===== config.mk =====
export PLATFORM = sky130hd
export DESIGN_NAME = calendar_date_up_down_counter
export DESIGN_NICKNAME = d
export VERILOG_FILES = /design/src/rtl/core/caldate_pkg.sv /design/src/rtl/core/caldate_ctrl.sv /design/src/rtl/core/caldate_dp.sv /design/src/rtl/core/calendar_date_up_down_counter.sv
export SDC_FILE = /design/constraint.sdc
export NUM_CORES = 1
export LEC_CHECK = 0
export BUFFER_PORTS_ARGS = -buffer_cell sky130_fd_sc_hd__buf_2
export CAP_MARGIN = 20
export CORE_ASPECT_RATIO = 1.1
export CORE_MARGIN = 5
export CORE_UTILIZATION = 44
export CTS_BUF_LIST = sky130_fd_sc_hd__clkbuf_16
export CTS_CLUSTER_DIAMETER = 50
export DETAILED_ROUTE_END_ITERATION = 6
export PLACE_DENSITY = 0.62
export REMOVE_ABC_BUFFERS = 1
export SLEW_MARGIN = 20
export SYNTH_ARGS = -nofsm -noshare
export SYNTH_HDL_FRONTEND = slang
export SYNTH_SLANG_ARGS = --single-unit

===== constraint.sdc =====
create_clock -name clk -period 5.4 [get_ports clk]
set_input_delay 1.08 -clock clk [delete_from_list [all_inputs] [get_ports clk]]
set_output_delay 1.08 -clock clk [all_outputs]
set_load 0.05 [all_outputs]

===== src/rtl/core/caldate_pkg.sv =====
// Package for the calendar date counter: command codes, controller states,
// control and status structs, field widths and month length helpers. No dependencies.
`timescale 1ns / 1ps

package caldate_pkg;

    localparam int unsigned YEAR_BITS_DEF = 16;
    localparam int unsigned S_DATA_W      = 48;
    localparam int unsigned S_USER_W      = 2;
    localparam int unsigned M_DATA_W      = 32;
    localparam int unsigned M_FIELDS_W    = 28;
    localparam int unsigned MOD_W         = 9;

    typedef enum logic [1:0] {
        CMD_LOAD = 2'd0,
        CMD_ADD  = 2'd1,
        CMD_SUB  = 2'd2,
        CMD_CMP  = 2'd3
    } cmd_code_t;

    typedef enum logic [1:0] {
        ST_IDLE = 2'd0,
        ST_MOD  = 2'd1,
        ST_STEP = 2'd2,
        ST_DONE = 2'd3
    } state_t;

    typedef struct packed {
        logic capture;
        logic mod_step;
        logic step;
        logic publish;
    } dp_ctrl_t;

    typedef struct packed {
        logic mod_last;
        logic count_zero;
        logic out_free;
    } dp_status_t;

    // The argument is the year modulo 400.
    function automatic logic leap_of_mod(input logic [MOD_W-1:0] r);
        logic m100;
        m100 = (r == 9'd100) || (r == 9'd200) || (r == 9'd300);
        return (r[1:0] == 2'b00) && !m100;
    endfunction

    function automatic logic [4:0] month_length(input logic [3:0] m, input logic leap);
        logic [4:0] len;
        case (m)
            4'd2:    len = leap ? 5'd29 : 5'd28;
            4'd4:    len = 5'd30;
            4'd6:    len = 5'd30;
            4'd9:    len = 5'd30;
            4'd11:   len = 5'd30;
            default: len = 5'd31;
        endcase
        return len;
    endfunction

endpackage


===== src/rtl/core/caldate_ctrl.sv =====
// Controller state machine of the calendar date counter.
// Depends on caldate_pkg; drives the control struct of caldate_dp.
`timescale 1ns / 1ps

module caldate_ctrl (
    input  logic                   clk,
    input  logic                   rst_n,
    input  logic                   s_tvalid,
    output logic                   s_tready,
    input  logic [1:0]             s_cmd,
    input  caldate_pkg::dp_status_t status,
    output caldate_pkg::dp_ctrl_t   ctrl
);
    import caldate_pkg::*;

    state_t state_reg;
    state_t state_next;

    always_ff @(posedge clk or negedge rst_n)
    begin
        if (!rst_n)
        begin
            state_reg <= ST_IDLE;
        end
        else
        begin
            state_reg <= state_next;
        end
    end

    always_comb
    begin
        state_next = state_reg;
        case (state_reg)
            ST_IDLE:
            begin
                if (s_tvalid)
                begin
                    case (cmd_code_t'(s_cmd))
                        CMD_LOAD: state_next = ST_MOD;
                        CMD_ADD:  state_next = ST_STEP;
                        CMD_SUB:  state_next = ST_STEP;
                        default:  state_next = ST_DONE;
                    endcase
                end
            end
            ST_MOD:
            begin
                if (status.mod_last)
                begin
                    state_next = ST_DONE;
                end
            end
            ST_STEP:
            begin
                if (status.count_zero)
                begin
                    state_next = ST_DONE;
                end
            end
            ST_DONE:
            begin
                if (status.out_free)
                begin
                    state_next = ST_IDLE;
                end
            end
            default: state_next = ST_IDLE;
        endcase
    end

    always_comb
    begin
        s_tready      = (state_reg == ST_IDLE);
        ctrl.capture  = (state_reg == ST_IDLE) && s_tvalid;
        ctrl.mod_step = (state_reg == ST_MOD);
        ctrl.step     = (state_reg == ST_STEP) && !status.count_zero;
        ctrl.publish  = (state_reg == ST_DONE) && status.out_free;
    end

endmodule


===== src/rtl/core/caldate_dp.sv =====
// Datapath of the calendar date counter: date registers, year-mod-400 tracker,
// day stepper, comparator and output register. Depends on caldate_pkg.
`timescale 1ns / 1ps

module caldate_dp #(
    parameter int unsigned YEAR_BITS = caldate_pkg::YEAR_BITS_DEF
) (
    input  logic                              clk,
    input  logic                              rst_n,
    input  logic [caldate_pkg::S_DATA_W-1:0]  s_tdata,
    input  logic [caldate_pkg::S_USER_W-1:0]  s_tuser,
    output logic                              m_tvalid,
    input  logic                              m_tready,
    output logic [caldate_pkg::M_DATA_W-1:0]  m_tdata,
    input  caldate_pkg::dp_ctrl_t             ctrl,
    output caldate_pkg::dp_status_t           status
);
    import caldate_pkg::*;

    localparam longint unsigned YEAR_SPAN  = 64'd1 << YEAR_BITS;
    localparam longint unsigned RESET_YEAR = 64'd2000 % YEAR_SPAN;
    localparam longint unsigned RESET_MOD  = RESET_YEAR % 64'd400;
    localparam longint unsigned MAX_MOD    = (YEAR_SPAN - 64'd1) % 64'd400;
    localparam int unsigned     MCW        = $clog2(YEAR_BITS + 1);

    logic [4:0]           in_day;
    logic [3:0]           in_month;
    logic [YEAR_BITS-1:0] in_year;
    logic [15:0]          day_count;

    logic [4:0]           day_reg,   day_next;
    logic [3:0]           month_reg, month_next;
    logic [YEAR_BITS-1:0] year_reg,  year_next;
    logic [MOD_W-1:0]     mod_reg,   mod_next;
    logic [YEAR_BITS-1:0] shift_reg;
    logic [MCW-1:0]       mcnt_reg;
    logic [15:0]          count_reg;
    cmd_code_t            cmd_reg;
    logic [4:0]           gday_reg;
    logic [3:0]           gmonth_reg;
    logic [YEAR_BITS-1:0] gyear_reg;
    logic                 out_valid_reg;
    logic [M_FIELDS_W-1:0] out_reg;

    logic [MOD_W:0]       mod_shift;
    logic [MOD_W-1:0]     mod_inc, mod_dec, mod_back;
    logic [4:0]           fwd_len, back_len;
    logic [5:0]           day_inc;
    logic [4:0]           month_inc;
    logic                 wrap_back;
    logic                 eq, after, earlier;

    assign in_day    = s_tdata[4:0];
    assign in_month  = s_tdata[8:5];
    assign in_year   = YEAR_BITS'(s_tdata[24:9]);
    assign day_count = s_tdata[40:25];

    assign mod_shift = {mod_reg, shift_reg[YEAR_BITS-1]};
    assign mod_inc   = (year_reg == {YEAR_BITS{1'b1}}) ? '0 :
                       (mod_reg == 9'd399) ? '0 : mod_reg + 9'd1;
    assign mod_dec   = (year_reg == '0) ? MOD_W'(MAX_MOD) :
                       (mod_reg == '0) ? 9'd399 : mod_reg - 9'd1;

    assign fwd_len   = month_length(month_reg, leap_of_mod(mod_reg));
    assign day_inc   = {1'b0, day_reg} + 6'd1;
    assign month_inc = {1'b0, month_reg} + 5'd1;
    assign wrap_back = (month_reg <= 4'd1);
    assign mod_back  = wrap_back ? mod_dec : mod_reg;
    assign back_len  = month_length(wrap_back ? 4'd12 : month_reg - 4'd1,
                                    leap_of_mod(mod_back));

    always_comb
    begin
        day_next   = day_reg;
        month_next = month_reg;
        year_next  = year_reg;
        mod_next   = mod_reg;
        if (ctrl.capture && (cmd_code_t'(s_tuser) == CMD_LOAD))
        begin
            day_next   = in_day;
            month_next = in_month;
            year_next  = in_year;
            mod_next   = '0;
        end
        else if (ctrl.mod_step)
        begin
            mod_next = (mod_shift >= 10'd400) ? MOD_W'(mod_shift - 10'd400)
                                              : MOD_W'(mod_shift);
        end
        else if (ctrl.step && (cmd_reg == CMD_ADD))
        begin
            if (day_inc > {1'b0, fwd_len})
            begin
                day_next = 5'd1;
                if (month_inc > 5'd12)
                begin
                    month_next = 4'd1;
                    year_next  = year_reg + YEAR_BITS'(1);
                    mod_next   = mod_inc;
                end
                else
                begin
                    month_next = month_inc[3:0];
                end
            end
            else
            begin
                day_next = day_inc[4:0];
            end
        end
        else if (ctrl.step)
        begin
            if (day_reg <= 5'd1)
            begin
                day_next = back_len;
                if (wrap_back)
                begin
                    month_next = 4'd12;
                    year_next  = year_reg - YEAR_BITS'(1);
                    mod_next   = mod_dec;
                end
                else
                begin
                    month_next = month_reg - 4'd1;
                end
            end
            else
            begin
                day_next = day_reg - 5'd1;
            end
        end
    end

    always_ff @(posedge clk or negedge rst_n)
    begin
        if (!rst_n)
        begin
            day_reg   <= 5'd1;
            month_reg <= 4'd1;
            year_reg  <= RESET_YEAR[YEAR_BITS-1:0];
            mod_reg   <= MOD_W'(RESET_MOD);
            mcnt_reg  <= '0;
            count_reg <= '0;
        end
        else
        begin
            day_reg   <= day_next;
            month_reg <= month_next;
            year_reg  <= year_next;
            mod_reg   <= mod_next;
            if (ctrl.capture)
            begin
                mcnt_reg  <= MCW'(YEAR_BITS);
                count_reg <= day_count;
            end
            else
            begin
                if (ctrl.mod_step)
                begin
                    mcnt_reg <= mcnt_reg - MCW'(1);
                end
                if (ctrl.step)
                begin
                    count_reg <= count_reg - 16'd1;
                end
            end
        end
    end

    always_ff @(posedge clk)
    begin
        if (ctrl.capture)
        begin
            cmd_reg    <= cmd_code_t'(s_tuser);
            gday_reg   <= in_day;
            gmonth_reg <= in_month;
            gyear_reg  <= in_year;
            shift_reg  <= in_year;
        end
        else if (ctrl.mod_step)
        begin
            shift_reg <= shift_reg << 1;
        end
    end

    always_comb
    begin
        eq = (day_reg == gday_reg) && (month_reg == gmonth_reg) && (year_reg == gyear_reg);
        if (year_reg != gyear_reg)
        begin
            after = year_reg > gyear_reg;
        end
        else if (month_reg != gmonth_reg)
        begin
            after = month_reg > gmonth_reg;
        end
        else
        begin
            after = day_reg > gday_reg;
        end
        earlier = !after && !eq;
    end

    always_ff @(posedge clk or negedge rst_n)
    begin
        if (!rst_n)
        begin
            out_valid_reg <= 1'b0;
        end
        else if (ctrl.publish)
        begin
            out_valid_reg <= 1'b1;
        end
        else if (m_tready)
        begin
            out_valid_reg <= 1'b0;
        end
    end

    always_ff @(posedge clk)
    begin
        if (ctrl.publish)
        begin
            out_reg <= {earlier && (cmd_reg == CMD_CMP),
                        after && (cmd_reg == CMD_CMP),
                        eq && (cmd_reg == CMD_CMP),
                        16'(year_reg), month_reg, day_reg};
        end
    end

    assign m_tvalid          = out_valid_reg;
    assign m_tdata           = {{(M_DATA_W - M_FIELDS_W){1'b0}}, out_reg};
    assign status.mod_last   = (mcnt_reg == MCW'(1));
    assign status.count_zero = (count_reg == 16'd0);
    assign status.out_free   = !out_valid_reg || m_tready;

endmodule


===== src/rtl/core/calendar_date_up_down_counter.sv =====
// Top level of the calendar date counter: controller plus datapath.
// Depends on caldate_pkg, caldate_ctrl and caldate_dp.
//
// Channel | Direction | Contents
// s_      | in        | tuser: command; tdata: day, month, year, day count
// m_      | out       | tdata: day, month, year, equal, after, before
//
// A transaction occupies the block from acceptance until its result is written
// to the output register: compare goes straight to the result, add and subtract
// step one calendar day per cycle until the day count is used up, and load runs
// the bit-serial year-modulo-400 unit over every year bit to rebuild the leap state.
// Reset gives the date 1/1/2000. A stalled result holds the block in its final
// state; the next transaction is taken once the result register is free and the block is back in idle.
`timescale 1ns / 1ps

module calendar_date_up_down_counter #(
    parameter int unsigned YEAR_BITS = caldate_pkg::YEAR_BITS_DEF
) (
    input  logic                              clk,
    input  logic                              rst_n,
    input  logic                              s_tvalid,
    output logic                              s_tready,
    // [4:0] in_day, [8:5] in_month, [24:9] in_year, [40:25] day_count
    input  logic [caldate_pkg::S_DATA_W-1:0]  s_tdata,
    // [1:0] command
    input  logic [caldate_pkg::S_USER_W-1:0]  s_tuser,
    output logic                              m_tvalid,
    input  logic                              m_tready,
    // [4:0] out_day, [8:5] out_month, [24:9] out_year, [25] is_equal,
    // [26] is_after, [27] is_before
    output logic [caldate_pkg::M_DATA_W-1:0]  m_tdata
);
    import caldate_pkg::*;

    dp_ctrl_t   ctrl;
    dp_status_t status;

    caldate_ctrl u_ctrl (
        .clk      (clk),
        .rst_n    (rst_n),
        .s_tvalid (s_tvalid),
        .s_tready (s_tready),
        .s_cmd    (s_tuser),
        .status   (status),
        .ctrl     (ctrl)
    );

    caldate_dp #(
        .YEAR_BITS (YEAR_BITS)
    ) u_dp (
        .clk      (clk),
        .rst_n    (rst_n),
        .s_tdata  (s_tdata),
        .s_tuser  (s_tuser),
        .m_tvalid (m_tvalid),
        .m_tready (m_tready),
        .m_tdata  (m_tdata),
        .ctrl     (ctrl),
        .status   (status)
    );

endmodule


==> impl_metrics.env <==
export IMPL_crit_top_cell="ha_1"
export IMPL_clock_sinks=129
export IMPL_critPathMaxFanout=13
export IMPL_ys_seq_area_frac=0.442
export IMPL_critPathLaunchType="flip-flop"
export IMPL_h_tree_depth=4
export IMPL_gp_congestion=0.908
export IMPL_ys_types=71
export IMPL_multi_input_area_sq_um=4170
export IMPL_cp_cell_sequence="inv_1 -> ha_1 -> or4b_1 -> or4_4 -> o211a_1 -> inv_2 -> ha_1 -> a211oi_1 -> o21bai_1 -> a31oi_1 -> o211ai_1 -> a41oi_1 -> xor2_1 -> o21ai_0 -> mux2_2"
export IMPL_p_leak_nw=3.92
export IMPL_grt_pass1_wl_mm=32.0
export IMPL_max_freq_mhz=229
export IMPL_wl_per_cell_um=16.3
export IMPL_yosys_warnings=0
export IMPL_syn_area_sq_um=8130
export IMPL_chipHeight_um=153
export IMPL_synth_edf_count=71
export IMPL_clock_latency_ps=420
export IMPL_min_period_over_period=0.807
export IMPL_wl_mm=19.2
export IMPL_antenna_left=0
export IMPL_grt_ovfl_total=0
export IMPL_critical_path_top_delay_family="compound AO/OA/AOI/OAI gates"
export IMPL_worst_pin_slew_ps=842
export IMPL_period_needed_ps=4360
export IMPL_largest_reg_flops=28
export IMPL_area_growth_pct=14.9
export IMPL_worstPathRequired_ps=5710
export IMPL_io_buffers=76
export IMPL_cts_max_path_buffers=2
export IMPL_maxCapViolations=0
export IMPL_ys_flop_type="edfxtp_1"
export IMPL_first_pass_iters=4
export IMPL_hpwl_mm=13.6
export IMPL_cts_tree="yes"
export IMPL_syn_instance_count=856
export IMPL_ys_ff_latch=129
export IMPL_clkSlewWorstSetupHoldPaths_ps=60
export IMPL_rsz0062_at_grt="false"
export IMPL_seq_area_sq_um=3590
export IMPL_cts_root_buffer="clkbuf_16"
export IMPL_hold_class="reg -> reg"
export IMPL_grt_util_all_layers=0.185
export IMPL_cpPeakStageDelay_ps=520
export IMPL_vias_per_cell=5.43
export IMPL_pre_cts_slack_ps=1090
export IMPL_hold_viol=0
export IMPL_setup_viol=0
export IMPL_tns_ps=0
export IMPL_cp_end_kind="flip-flop"
export IMPL_maxSlewViolCount=0
export IMPL_final_layout_size_suffix_gt1_frac=0.151
export IMPL_io_pins=88
export IMPL_crit_buf_inv=2
export IMPL_grt_antenna_before_repair=0
export IMPL_die_w_um=140
export IMPL_core_area_sq_um=18300
export IMPL_critPathSlowestCell="or4_4"
export IMPL_skew_ps=6.77
export IMPL_dr_first_iter_drc_count=500
export IMPL_final_fill_count=1699
export IMPL_hold_buffers=0
export IMPL_cts_buffers=17
export IMPL_yosys_area_top_type="edfxtp_1"
export IMPL_yosys_top_cells_area="edfxtp_1 (26%), dfrtp_1 (15%), ha_1 (10%)"
export IMPL_initial_core_util=0.444
export IMPL_power_density_nw_per_um2=598
export IMPL_async_flop_share=0.450
export IMPL_synth_top_area_share=0.262
export IMPL_grt_pass1_vias=6235
export IMPL_n_antenna_cell=0
export IMPL_layout_nets=1048
export IMPL_outcome="completed"
export IMPL_syn_mean_instance_area_sq_um=9.49
export IMPL_drc=0
export IMPL_maxSlewHeadroom=0.439
export IMPL_route_vias_total=6410
export IMPL_path_class="reg -> reg"
export IMPL_grt_max_degree=75
export IMPL_ctsResizeCount=0
export IMPL_cp_arrival_ps=4670
export IMPL_dieArea_sq_um=21300
export IMPL_setup_slack_ps=1040
export IMPL_max_vdd_ir_drop_mv=0.338
export IMPL_cts_setup_buffers=0
export IMPL_row_count=52
[worst reg2reg max path: cells and delay by family (launching register included)]
family | cells | cell delay [ps]
buffers and inverters | 2 | 330
XOR/XNOR | 1 | 160
adder cells (fa/ha/maj) | 2 | 510
flip-flops | 1 | 400
AO/OA/AOI/OAI | 7 | 1610
AND/OR/NAND/NOR | 2 | 960
multiplexers | 1 | 280
[power by group]
part / switching, mW / leakage [nW] / internal (mW)
combinational: 1.49 / 2.32 / 0.973
clock: 0.447 / 0.305 / 0.769
sequential: 0.405 / 1.30 / 1.50
total: 2.35 / 3.92 / 3.24
[stage by stage]
stage | power, mW | utilization | instance area, sq um | hold WS (ps) | instances
final | 5.59 | 0.511 | 9340 | 515 | 1181
after global routing | 6.04 | 0.511 | 9340 | 543 | 1181
after CTS | 5.63 | 0.511 | 9340 | 516 | 1181
after detailed placement | 4.38 | 0.477 | 8720 | 501 | 1149
after global placement | 4.36 | 0.477 | 8720 | 497 | 1149
after floorplan | 3.75 | - | 7960 | 488 | 819
[path summary, 6_finish.rpt]
kind | startpoint | to | slack [ps] | cells past startpoint
min in group asynchronous | rst_n | u_dp.month_reg[1] | 600 | 1
hold reg to reg | u_dp.shift_reg[13] | u_dp.shift_reg[14] | 510 | 2
max in group asynchronous | rst_n | u_dp.year_reg[10] | 3850 | 2
hold / removal | u_dp.shift_reg[13] | u_dp.shift_reg[14] | 510 | 2
setup / recovery | u_dp.count_reg[0] | u_dp.year_reg[14] | 1040 | 15
setup reg to reg | u_dp.count_reg[0] | u_dp.year_reg[14] | 1040 | 15
[area by class of cell]
cell class,instances,share of cell area
clock buffers,17,0.0456
clock inverters,15,0.0205
inverters,52,0.0209
multi-input cells,638,0.446
flip-flops and latches,129,0.385
well taps,243,0.0326
repair buffers,87,0.0496
[logic make-up (layout without fill, tap and decap cells)]
kind of cell | after synthesis | count (layout) | share of synthesized area
adder cells (fa/ha/maj) | 69 | 69 | 0.107
AO/OA/AOI/OAI | 209 | 209 | 0.170
AND/OR/NAND/NOR | 308 | 308 | 0.180
other | 1 | 4 | 0.000462
multiplexers | 7 | 7 | 0.00909
buffers and inverters | 92 | 171 | 0.0463
flip-flops | 129 | 129 | 0.442
XOR/XNOR | 41 | 41 | 0.0442
[layer usage]
metal,share of wire,vias to the layer above,track usage
met5,0,-,0
met4,0.011,0,0.0480
met3,0.045,14,0.0421
met2,0.47,120,0.298
met1,0.48,3022,0.253
li1,-,3254,-
[layout by cell type (no fill, tap or decap), types with 5 or more instances in the layout]
master / synthesis / layout
a31oi_1: 10 / 10
o21a_1: 13 / 13
nor4_1: 12 / 12
inv_1: 51 / 52
dfrtp_1: 50 / 50
a21o_1: 10 / 10
a221oi_1: 6 / 6
o211ai_1: 9 / 9
nor3_1: 32 / 32
a22o_1: 5 / 5
nand2b_1: 11 / 11
a211oi_1: 13 / 13
xnor2_1: 27 / 27
buf_4: 4 / 11
o31ai_1: 6 / 6
o21ai_0: 60 / 60
and2_1: 6 / 6
a21oi_1: 36 / 36
nor2_1: 62 / 62
ha_1: 68 / 68
buf_2: 7 / 76
nand3_1: 19 / 19
nand4_1: 15 / 15
xor2_1: 14 / 14
dfstp_2: 8 / 8
and3_1: 9 / 9
or3_1: 5 / 5
nor2b_1: 7 / 7
edfxtp_1: 71 / 71
nand2_1: 111 / 111
clkbuf_16: 0 / 17
[synth_stat cells (4+ instances only)]
cell / instances
nor3b_1: 4
a221oi_1: 6
xnor2_1: 27
buf_4: 4
buf_2: 7
nor3_1: 32
nor2b_1: 7
dfstp_2: 8
or2_2: 4
clkbuf_1: 26
inv_1: 51
a211oi_1: 13
a21o_1: 10
dfrtp_1: 50
ha_1: 68
o211ai_1: 9
mux2i_1: 4
or3_1: 5
a21oi_1: 36
o31ai_1: 6
nand2_1: 111
nor2_1: 62
o21a_1: 13
nand2b_1: 11
nor4_1: 12
nand4_1: 15
o21ai_0: 60
xor2_1: 14
o221ai_1: 4
a22o_1: 5
edfxtp_1: 71
nand3_1: 19
and3_1: 9
o41ai_1: 4
a31oi_1: 10
and2_1: 6
No activity file was read; power rests on OpenSTA's default activity.
